===== src/hw/rtl/rpm_pkg.sv =====
// Shared types, codes and widths for the reference picture marking block.
// No dependencies.
package rpm_pkg;

   localparam int SLOTS_DEF = 16;

   localparam int CMD_W     = 3;
   localparam int FN_W      = 16;
   localparam int VIEW_W    = 10;
   localparam int LTI_W     = 4;
   localparam int LIM_W     = 5;
   localparam int KEY_W     = 5;
   localparam int CFG_W     = 5;
   localparam int MAXFN_W   = FN_W + 1;
   localparam int PIC_W     = FN_W + 2;
   localparam int OUT_IDX_W = 4;
   localparam int ADDR_W    = 3;
   localparam int DATA_W    = 32;

   localparam logic [CMD_W-1:0] CMD_STORE      = 3'd0;
   localparam logic [CMD_W-1:0] CMD_DROP_SHORT = 3'd1;
   localparam logic [CMD_W-1:0] CMD_DROP_LONG  = 3'd2;
   localparam logic [CMD_W-1:0] CMD_TO_LONG    = 3'd3;
   localparam logic [CMD_W-1:0] CMD_LIMIT_LONG = 3'd4;
   localparam logic [CMD_W-1:0] CMD_CLEAR_ALL  = 3'd5;
   localparam logic [CMD_W-1:0] CMD_MARK_CUR   = 3'd6;
   localparam logic [CMD_W-1:0] CMD_NONE       = 3'd7;

   localparam logic REG_FN_BITS   = 1'b0;
   localparam logic REG_ACT_SLOTS = 1'b1;

   localparam logic [CFG_W-1:0] FN_BITS_RST   = 5'd4;
   localparam logic [CFG_W-1:0] ACT_SLOTS_RST = 5'd16;
   localparam logic [CFG_W-1:0] FN_BITS_MIN   = 5'd4;
   localparam logic [CFG_W-1:0] FN_BITS_MAX   = 5'd16;

   typedef struct packed {
      logic              is_short;
      logic [FN_W-1:0]   number;
      logic [VIEW_W-1:0] view;
   } slot_entry_type;

   typedef struct packed {
      logic [CFG_W-1:0] fn_bits;
      logic [CFG_W-1:0] act_slots;
   } cfg_type;

   typedef struct packed {
      logic [CMD_W-1:0]  cmd;
      logic [FN_W-1:0]   cur_frame_num;
      logic [VIEW_W-1:0] cur_view;
      logic              is_idr;
      logic              idr_long_term;
      logic [FN_W-1:0]   diff_pic_minus1;
      logic [LTI_W-1:0]  long_term_pic;
      logic [LTI_W-1:0]  long_term_slot_idx;
      logic [LIM_W-1:0]  long_term_limit;
   } item_type;

endpackage


===== src/hw/rtl/rpm_ram.sv =====
// Generic single write port, single read port RAM with registered read data.
// No dependencies.
module rpm_ram #(
   parameter int WIDTH = 8,
   parameter int DEPTH = 16
) (
   input  logic                     clock,
   input  logic                     we,
   input  logic [$clog2(DEPTH)-1:0] waddr,
   input  logic [WIDTH-1:0]         wdata,
   input  logic                     re,
   input  logic [$clog2(DEPTH)-1:0] raddr,
   output logic [WIDTH-1:0]         rdata
);

   logic [WIDTH-1:0] mem [DEPTH];
   logic [WIDTH-1:0] rdata_ff;

   always_ff @(posedge clock) begin
      if (we) begin
         mem[waddr] <= wdata;
      end
      if (re) begin
         rdata_ff <= mem[raddr];
      end
   end

   assign rdata = rdata_ff;

endmodule


===== src/hw/rtl/rpm_ctrl.sv =====
// Marking sequencer: scans the slot memory one entry per cycle, keeps the
// per-slot used bits and builds the allocation result. Uses rpm_pkg, rpm_ram.
module rpm_ctrl
   import rpm_pkg::*;
#(
   parameter int SLOTS = SLOTS_DEF
) (
   input  logic                 clock,
   input  logic                 reset,
   input  cfg_type              cfg,
   input  logic                 start,
   input  item_type             item,
   output logic                 busy,
   output logic                 rsp_strobe,
   output logic                 rsp_found,
   output logic [OUT_IDX_W-1:0] rsp_index
);

   localparam int IDX_W = $clog2(SLOTS);
   localparam int CNT_W = $clog2(SLOTS + 1);
   localparam int ENT_W = $bits(slot_entry_type);

   typedef enum logic [1:0] {
      ST_IDLE,
      ST_SCAN,
      ST_ALLOC
   } state_type;

   state_type state_ff, state_in;
   logic [SLOTS-1:0] used_ff, used_in;
   logic mmco_ff, mmco_in;
   logic pend_ff, pend_in;
   logic [LTI_W-1:0] pend_idx_ff, pend_idx_in;
   logic strobe_ff, strobe_in;
   logic found_ff, found_in;
   logic [OUT_IDX_W-1:0] index_ff, index_in;

   logic [CMD_W-1:0] op_ff, op_in;
   logic [FN_W-1:0] cur_ff, cur_in;
   logic [VIEW_W-1:0] view_ff, view_in;
   logic [KEY_W-1:0] key_ff, key_in;
   logic signed [PIC_W-1:0] pnx_ff, pnx_in;
   logic st_long_ff, st_long_in;
   logic [LTI_W-1:0] st_idx_ff, st_idx_in;
   logic [CNT_W-1:0] iss_ff, iss_in;
   logic chk_vld_ff, chk_vld_in;
   logic [IDX_W-1:0] chk_idx_ff, chk_idx_in;
   logic have_ff, have_in;
   logic signed [PIC_W-1:0] best_ff, best_in;
   logic [IDX_W-1:0] old_ff, old_in;
   logic conv_ff, conv_in;

   logic [CFG_W-1:0] fb;
   logic [MAXFN_W-1:0] maxfn;
   logic [CNT_W-1:0] n;
   logic [SLOTS-1:0] act_mask, free;
   logic [IDX_W-1:0] free_idx;
   logic full;

   logic we, re;
   logic [IDX_W-1:0] waddr, raddr;
   slot_entry_type wdata, e;
   logic [ENT_W-1:0] rdata;

   logic u, short_hit, long_eq, long_ge, win_cand, scan_done;
   logic signed [PIC_W-1:0] pic;

   rpm_ram #(.WIDTH(ENT_W), .DEPTH(SLOTS)) u_ram (
      .clock (clock),
      .we    (we),
      .waddr (waddr),
      .wdata (wdata),
      .re    (re),
      .raddr (raddr),
      .rdata (rdata)
   );

   assign e = slot_entry_type'(rdata);

   always_comb begin
      if (cfg.fn_bits < FN_BITS_MIN) begin
         fb = FN_BITS_MIN;
      end else if (cfg.fn_bits > FN_BITS_MAX) begin
         fb = FN_BITS_MAX;
      end else begin
         fb = cfg.fn_bits;
      end
      maxfn = MAXFN_W'(1) << fb;
      if (int'(cfg.act_slots) > SLOTS) begin
         n = CNT_W'(SLOTS);
      end else begin
         n = CNT_W'(cfg.act_slots);
      end
      for (int s = 0; s < SLOTS; s++) begin
         act_mask[s] = CNT_W'(s) < n;
      end
      free = ~used_ff & act_mask;
      free_idx = '0;
      for (int s = SLOTS - 1; s >= 0; s--) begin
         if (free[s]) begin
            free_idx = IDX_W'(s);
         end
      end
      full = (n != '0) && (&(used_ff | ~act_mask));
   end

   always_comb begin
      u = used_ff[chk_idx_ff];
      if ({2'b00, e.number} > {2'b00, cur_ff}) begin
         pic = signed'({2'b00, e.number}) - signed'({1'b0, maxfn});
      end else begin
         pic = signed'({2'b00, e.number});
      end
      short_hit = chk_vld_ff && u && e.is_short && (pic == pnx_ff);
      long_eq   = chk_vld_ff && u && !e.is_short && (e.number == FN_W'(key_ff));
      long_ge   = chk_vld_ff && u && !e.is_short && (e.number >= FN_W'(key_ff));
      win_cand  = chk_vld_ff && u && e.is_short && (e.view == view_ff) &&
                  (!have_ff || (pic < best_ff));
      scan_done = (iss_ff == n) && !chk_vld_ff;
   end

   always_comb begin
      state_in    = state_ff;
      used_in     = used_ff;
      mmco_in     = mmco_ff;
      pend_in     = pend_ff;
      pend_idx_in = pend_idx_ff;
      strobe_in   = 1'b0;
      found_in    = found_ff;
      index_in    = index_ff;
      op_in       = op_ff;
      cur_in      = cur_ff;
      view_in     = view_ff;
      key_in      = key_ff;
      pnx_in      = pnx_ff;
      st_long_in  = st_long_ff;
      st_idx_in   = st_idx_ff;
      iss_in      = iss_ff;
      chk_vld_in  = 1'b0;
      chk_idx_in  = chk_idx_ff;
      have_in     = have_ff;
      best_in     = best_ff;
      old_in      = old_ff;
      conv_in     = conv_ff;
      we          = 1'b0;
      waddr       = chk_idx_ff;
      wdata       = '0;
      re          = 1'b0;
      raddr       = iss_ff[IDX_W-1:0];

      unique case (state_ff)
         ST_IDLE: begin
            if (start) begin
               op_in      = item.cmd;
               cur_in     = item.cur_frame_num & FN_W'(maxfn - MAXFN_W'(1));
               view_in    = item.cur_view;
               pnx_in     = signed'({2'b00, cur_in}) -
                            signed'({2'b00, item.diff_pic_minus1}) - PIC_W'(1);
               iss_in     = '0;
               have_in    = 1'b0;
               best_in    = '0;
               old_in     = '0;
               conv_in    = 1'b0;
               st_long_in = item.is_idr ? item.idr_long_term : pend_ff;
               st_idx_in  = item.is_idr ? '0 : pend_idx_ff;
               priority case (item.cmd)
                  CMD_DROP_LONG:  key_in = {1'b0, item.long_term_pic};
                  CMD_LIMIT_LONG: key_in = item.long_term_limit;
                  default:        key_in = {1'b0, item.long_term_slot_idx};
               endcase
               unique case (item.cmd)
                  CMD_STORE: begin
                     if (item.is_idr) begin
                        used_in  = used_ff & ~act_mask;
                        state_in = ST_ALLOC;
                     end else if (!mmco_ff && full) begin
                        state_in = ST_SCAN;
                     end else begin
                        state_in = ST_ALLOC;
                     end
                  end
                  CMD_CLEAR_ALL: begin
                     mmco_in = 1'b1;
                     used_in = used_ff & ~act_mask;
                  end
                  CMD_MARK_CUR: begin
                     mmco_in     = 1'b1;
                     pend_in     = 1'b1;
                     pend_idx_in = item.long_term_slot_idx;
                     state_in    = ST_SCAN;
                  end
                  CMD_DROP_SHORT, CMD_DROP_LONG, CMD_TO_LONG, CMD_LIMIT_LONG: begin
                     mmco_in  = 1'b1;
                     state_in = ST_SCAN;
                  end
                  default: begin
                  end
               endcase
            end
         end

         ST_SCAN: begin
            if (iss_ff != n) begin
               re         = 1'b1;
               iss_in     = iss_ff + CNT_W'(1);
               chk_vld_in = 1'b1;
               chk_idx_in = iss_ff[IDX_W-1:0];
            end
            unique case (op_ff)
               CMD_DROP_SHORT: begin
                  if (short_hit) used_in[chk_idx_ff] = 1'b0;
               end
               CMD_DROP_LONG, CMD_MARK_CUR: begin
                  if (long_eq) used_in[chk_idx_ff] = 1'b0;
               end
               CMD_LIMIT_LONG: begin
                  if (long_ge) used_in[chk_idx_ff] = 1'b0;
               end
               CMD_TO_LONG: begin
                  if (long_eq) begin
                     used_in[chk_idx_ff] = 1'b0;
                  end else if (short_hit && !conv_ff) begin
                     we             = 1'b1;
                     wdata.is_short = 1'b0;
                     wdata.number   = FN_W'(key_ff);
                     wdata.view     = e.view;
                     conv_in        = 1'b1;
                  end
               end
               CMD_STORE: begin
                  if (win_cand) begin
                     have_in = 1'b1;
                     best_in = pic;
                     old_in  = chk_idx_ff;
                  end
               end
               default: begin
               end
            endcase
            if (scan_done) begin
               if (op_ff == CMD_STORE) begin
                  if (have_ff) used_in[old_ff] = 1'b0;
                  state_in = ST_ALLOC;
               end else begin
                  state_in = ST_IDLE;
               end
            end
         end

         ST_ALLOC: begin
            strobe_in   = 1'b1;
            found_in    = |free;
            index_in    = (|free) ? OUT_IDX_W'(free_idx) : '0;
            if (|free) begin
               we             = 1'b1;
               waddr          = free_idx;
               wdata.is_short = !st_long_ff;
               wdata.number   = st_long_ff ? FN_W'(st_idx_ff) : cur_ff;
               wdata.view     = view_ff;
               used_in[free_idx] = 1'b1;
            end
            mmco_in     = 1'b0;
            pend_in     = 1'b0;
            pend_idx_in = '0;
            state_in    = ST_IDLE;
         end

         default: begin
            state_in = ST_IDLE;
         end
      endcase
   end

   always_ff @(posedge clock) begin
      if (reset) begin
         state_ff    <= ST_IDLE;
         used_ff     <= '0;
         mmco_ff     <= 1'b0;
         pend_ff     <= 1'b0;
         pend_idx_ff <= '0;
         strobe_ff   <= 1'b0;
         found_ff    <= 1'b0;
         index_ff    <= '0;
         chk_vld_ff  <= 1'b0;
      end else begin
         state_ff    <= state_in;
         used_ff     <= used_in;
         mmco_ff     <= mmco_in;
         pend_ff     <= pend_in;
         pend_idx_ff <= pend_idx_in;
         strobe_ff   <= strobe_in;
         found_ff    <= found_in;
         index_ff    <= index_in;
         chk_vld_ff  <= chk_vld_in;
      end
   end

   always_ff @(posedge clock) begin
      op_ff      <= op_in;
      cur_ff     <= cur_in;
      view_ff    <= view_in;
      key_ff     <= key_in;
      pnx_ff     <= pnx_in;
      st_long_ff <= st_long_in;
      st_idx_ff  <= st_idx_in;
      iss_ff     <= iss_in;
      chk_idx_ff <= chk_idx_in;
      have_ff    <= have_in;
      best_ff    <= best_in;
      old_ff     <= old_in;
      conv_ff    <= conv_in;
   end

   assign busy       = state_ff != ST_IDLE;
   assign rsp_strobe = strobe_ff;
   assign rsp_found  = found_ff;
   assign rsp_index  = index_ff;

endmodule


===== src/hw/rtl/reference_picture_marking.sv =====
// Top level of the reference picture marking block: register port and sequencer.
// Uses rpm_pkg and rpm_ctrl.
//
// Items are taken when start is high and busy is low. Ops 1, 2, 3, 4 and 6 keep
// the block busy while the slot memory is read through its single port, one
// active slot per cycle. Op 5 and the unused code do not make the block busy.
// A store is busy in the allocation state alone, or scans the slots first when
// the sliding window has to scan for the oldest frame; its result strobes for
// one cycle in the cycle after busy falls and cannot be held off, so it must be
// taken then. Registers: frame_num_bits at 0x0, active_slots at 0x4.
module reference_picture_marking
   import rpm_pkg::*;
#(
   parameter int SLOTS = SLOTS_DEF
) (
   input  logic                 clock,
   input  logic                 reset,
   input  logic                 start,
   output logic                 busy,
   input  logic [CMD_W-1:0]     req_cmd,
   input  logic [FN_W-1:0]      req_cur_frame_num,
   input  logic [VIEW_W-1:0]    req_cur_view,
   input  logic                 req_is_idr,
   input  logic                 req_idr_long_term,
   input  logic [FN_W-1:0]      req_diff_pic_minus1,
   input  logic [LTI_W-1:0]     req_long_term_pic,
   input  logic [LTI_W-1:0]     req_long_term_slot_idx,
   input  logic [LIM_W-1:0]     req_long_term_limit,
   output logic                 rsp_strobe,
   output logic                 rsp_slot_found,
   output logic [OUT_IDX_W-1:0] rsp_slot_index,
   input  logic                 psel,
   input  logic                 penable,
   input  logic                 pwrite,
   input  logic [ADDR_W-1:0]    paddr,
   input  logic [DATA_W-1:0]    pwdata,
   output logic [DATA_W-1:0]    prdata,
   output logic                 pready
);

   logic [CFG_W-1:0] fn_bits_ff, fn_bits_in;
   logic [CFG_W-1:0] act_ff, act_in;
   logic wr;
   cfg_type cfg;
   item_type item;

   assign pready = 1'b1;
   assign wr     = psel && penable && pwrite;

   always_comb begin
      fn_bits_in = fn_bits_ff;
      act_in     = act_ff;
      if (wr) begin
         unique case (paddr[2])
            REG_FN_BITS:   fn_bits_in = pwdata[CFG_W-1:0];
            REG_ACT_SLOTS: act_in     = pwdata[CFG_W-1:0];
            default: begin
            end
         endcase
      end
      unique case (paddr[2])
         REG_ACT_SLOTS: prdata = DATA_W'(act_ff);
         default:       prdata = DATA_W'(fn_bits_ff);
      endcase
   end

   always_ff @(posedge clock) begin
      if (reset) begin
         fn_bits_ff <= FN_BITS_RST;
         act_ff     <= ACT_SLOTS_RST;
      end else begin
         fn_bits_ff <= fn_bits_in;
         act_ff     <= act_in;
      end
   end

   assign cfg.fn_bits   = fn_bits_ff;
   assign cfg.act_slots = act_ff;

   assign item.cmd                = req_cmd;
   assign item.cur_frame_num      = req_cur_frame_num;
   assign item.cur_view           = req_cur_view;
   assign item.is_idr             = req_is_idr;
   assign item.idr_long_term      = req_idr_long_term;
   assign item.diff_pic_minus1    = req_diff_pic_minus1;
   assign item.long_term_pic      = req_long_term_pic;
   assign item.long_term_slot_idx = req_long_term_slot_idx;
   assign item.long_term_limit    = req_long_term_limit;

   rpm_ctrl #(.SLOTS(SLOTS)) u_ctrl (
      .clock      (clock),
      .reset      (reset),
      .cfg        (cfg),
      .start      (start),
      .item       (item),
      .busy       (busy),
      .rsp_strobe (rsp_strobe),
      .rsp_found  (rsp_slot_found),
      .rsp_index  (rsp_slot_index)
   );

`ifndef SYNTHESIS
   a_store_busy : assert property (@(posedge clock) disable iff (reset)
      start && !busy && (req_cmd == CMD_STORE) |=> busy)
      else $error("store transfer did not enter a busy phase");

   a_one_strobe : assert property (@(posedge clock) disable iff (reset)
      rsp_strobe |=> !rsp_strobe)
      else $error("result strobe held for more than one cycle");

   a_no_slot_zero : assert property (@(posedge clock) disable iff (reset)
      rsp_strobe && !rsp_slot_found |-> rsp_slot_index == '0)
      else $error("slot index not zero on a failed allocation");

   a_strobe_idle : assert property (@(posedge clock) disable iff (reset)
      rsp_strobe |-> $past(busy))
      else $error("result strobe without a preceding busy cycle");
`endif

endmodule


===== config.mk =====
export PLATFORM = sky130hd
export DESIGN_NAME = reference_picture_marking
export DESIGN_NICKNAME = d
export VERILOG_FILES = /design/src/hw/rtl/rpm_pkg.sv /design/src/hw/rtl/rpm_ram.sv /design/src/hw/rtl/rpm_ctrl.sv /design/src/hw/rtl/reference_picture_marking.sv
export SDC_FILE = /design/constraint.sdc
export NUM_CORES = 1
export LEC_CHECK = 0
export BUFFER_PORTS_ARGS = -buffer_cell sky130_fd_sc_hd__buf_2
export CAP_MARGIN = 30
export CORE_MARGIN = 4
export CORE_UTILIZATION = 58
export CTS_BUF_LIST = sky130_fd_sc_hd__clkbuf_16
export DETAILED_ROUTE_END_ITERATION = 10
export GPL_ROUTABILITY_DRIVEN = 0
export GPL_TIMING_DRIVEN = 0
export PLACE_DENSITY = 0.76
export SYNTH_ARGS = -nofsm -noshare
export SYNTH_HDL_FRONTEND = slang
export SYNTH_HIERARCHICAL = 1
export SYNTH_SLANG_ARGS = --single-unit

===== constraint.sdc =====
create_clock -name clock -period 8.14 [get_ports clock]
set_input_delay 0.814 -clock clock [delete_from_list [all_inputs] [get_ports clock]]
set_output_delay 0.814 -clock clock [all_outputs]
set_load 0.01 [all_outputs]

==> results.toml <==
[route]
wirelength_um = 75300
viasPerCell = 6.46
route.met2.wl_um = 36900
vias = 19300
wl_met1_um = 27900
drc = 0
drt_iter0_markers = 2280
first_pass_iters = 9
wl_met3_um = 7360
ant_nets = 0
wl_per_cell_um = 25.3
top_layer = "met5"

[die]
core_um2 = 49000
floorplan.rows = 81
die_w_um = 231
die_area_um2 = 53200
io_pins = 141
start_util_pct = 58.8
die_y_um = 231

[logic_synthesis]
synth-seq-area-share_pct = 60.1
ys_top_cells_by_area = "edfxtp_1, mux4_2, ha_1"
synthMuxAreaShare_pct = 9.78
synth_top_family_by_area = "compound AO/OA/AOI/OAI gates"
yosys_register_bits = 590
synth.cell_area_um2 = 28800
syn_area_per_cell_um2 = 14.0
synth_compound_area_share_pct = 10.5
yosysTopAreaCell = "edfxtp_1"
ys.flop_type = "edfxtp_1"
synth-simple-area-share_pct = 9.56
synth_edf_count = 549
yosys.area_share.adder_pct = 3.66
ys_warn_count = 6
synth-xor-area-share_pct = 2.52
async_flop_share_pct = 0
synth_top_area_share_pct = 57.3
synthCells = 2054
synthDistinctLibCells = 107

[clocking]
htreeDepth = 2
ctsHoldBuffers = 0
postCtsSetupBuffers = 0
ctsResizeCount = 0
numCtsBuffers = 58
cts_root_buffer = "clkbuf_16"
cts_tree = "yes"
clk_path_buf_depth = 3
clock-sinks = 590
clkSlewWorstSetupHoldPaths_ns = 0.06
clock_latency_ns = 0.64

[finish]
num_antenna_cells = 0
area_growth_pct = 13.6
regArea_um2 = 17300
layout_commonest_cell = "edfxtp_1"
finalNetCount = 2452
mostFrequentLayoutCells = "edfxtp_1, nand2_1, mux4_2, inv_1, buf_2"
instances_no_fill = 2979
drive_gt1_share_pct = 20.7
fillers = 3373
multi_input_area_um2 = 10600
post-route-util_pct = 66.8

[critical_path]
path_max_fanout = 10
crit_required_ns = 8.47
cp_data_arrival_time_ns = 7.12
cp-start-kind = "flip-flop"
critPathKind = "reg2reg"
reg2regPathDepth = 19
crit_path_end_kind = "flip-flop"

[pwr]
power.density_nw_per_um2 = 279
power_leakage_uw = 0.0121
vdd.ir_drop.worst_mv = 0.221

[run]
maxCapViolations = 0

[sta]
max_freq_ghz = 0.147
slew_viol_final = 0
fin_crit_sh_pct = 83.4
holdWs_ns = 0.364
rsz0062_at_grt = "false"
finClkSkew_ns = 0.0463
final.setup.tns_ns = 0
relSlewSlack_pct = 26.7
final-setup-viol-count = 0
period_needed_ns = 6.79
worstMarginPinSlew_ns = 1.09
finalHoldViolCount = 0
fin_ws_ns = 1.35

[worst_hold_path]
whs_path_depth = 1
min_path_type = "in2reg"

[grt]
grt_max_degree = 44
antenna_found_initial = 3
gr-total-overflow = 0
grt_pass1_wl_um = 113000
grt_pass1_vias = 19100
grt_use_total_pct = 28.0

[outcome]
outcome = "finished, final reports clean"

[placement]
preCtsSetupSlack_ns = 1.51
post-place-cells = 2865
portBuffers = 81
hpwl_um = 52600
-- worst max-delay path: stages, from the launching register on --
cell	delay [ns]
dfxtp_1	0.55
clkbuf_1	0.42
nor2_1	0.17
nand2_1	0.28
ha_1	0.36
a21o_1	0.23
and2_1	0.20
o31ai_4	0.37
nor2_1	0.07
o41a_1	0.43
xnor2_1	0.16
o41ai_1	0.28
and4_4	0.35
nand2_4	0.11
nor3_4	0.52
or2_2	0.27
or3b_2	0.58
nor3_2	0.67
buf_6	0.26
buf_6	0.19
-- synth_stat cells, drive strengths merged (6+ instances only) --
cell    instances
nand3          33
or2            13
a22oi          63
a41oi           8
ha             81
a21oi          83
nand4          15
nor2b          28
mux4          110
o22a            6
xor2           35
mux2i          19
a21boi         11
a21o           19
and2           50
nand2b         30
mux2           13
dfxtp          41
o21ai          69
nor2          104
a31oi          13
o211ai         13
nor3           46
inv            99
nand2         134
and3           14
o22ai          15
edfxtp        549
or3            12
a22o           12
a211oi         22
o21a           11
buf            73
nor4           13
nor3b          13
o311a           6
clkbuf         47
xnor2          40
-- layout make-up --
cell class	instances	area share [%]
Buffer	120	2.18
Inverter	99	1.14
Clock buffer	58	4.44
Clock inverter	49	1.24
Tap cell	664	2.54
Timing Repair Buffer	123	3.01
Multi-Input combinational cell	1276	32.5
Sequential cell	590	52.9
-- sequential cells by signal (all words and copies together) (netlist names), 10 cells and up --
register            count
u_ctrl/u_ram/mem      432
u_ctrl/u_ram/rdata     27
u_ctrl/best_ff         18
u_ctrl/pnx_ff          18
u_ctrl/cur_ff          16
u_ctrl/used_ff         16
u_ctrl/view_ff         10
-- worst paths after layout --
kind / startpoint / to / slack, ns
worst max-delay path: fn_bits_ff[4] / u_ctrl/u_ram/mem[0][23] / 1.35
worst min-delay path: req_cur_view[6] / u_ctrl/view_ff[6] / 0.36
worst max register to register: fn_bits_ff[4] / u_ctrl/u_ram/mem[0][23] / 1.35
worst min register to register: u_ctrl/rsp_index[3] / u_ctrl/rsp_index[3] / 0.46
-- logic make-up (layout without fill, tap and decap cells) --
logic type,count (synthesis),in the layout
flip-flops,590,590
AND/OR/NAND/NOR,529,529
AO/OA/AOI/OAI,409,409
buffers and inverters,219,449
multiplexers,142,142
adder cells (fa/ha/maj),83,83
XOR/XNOR,78,78
other,4,35
-- layer usage --
metal  track usage, %  vias up
met5                0        -
met4             10.7        6
met3             5.47      244
met2             46.6     1163
met1             36.8     9514
li1                 -     8325
-- power breakdown --
part	leakage (uW)	switching (uW)	total (uW)	internal (uW)
logic	0.00535	1630	2660	1030
registers	0.00584	201	3830	3630
clock network	0.000944	1160	2630	1460
total	0.0121	3000	9120	6120
-- metrics by stage --
step                area, um2  total power, uW
global route            32700             9500
floorplan               28900             5640
detailed placement      30800             6480
finish                  32700             9120
CTS                     32600             9090
global placement        30100             6330
Note: power is estimated with default switching activity, not from simulation.
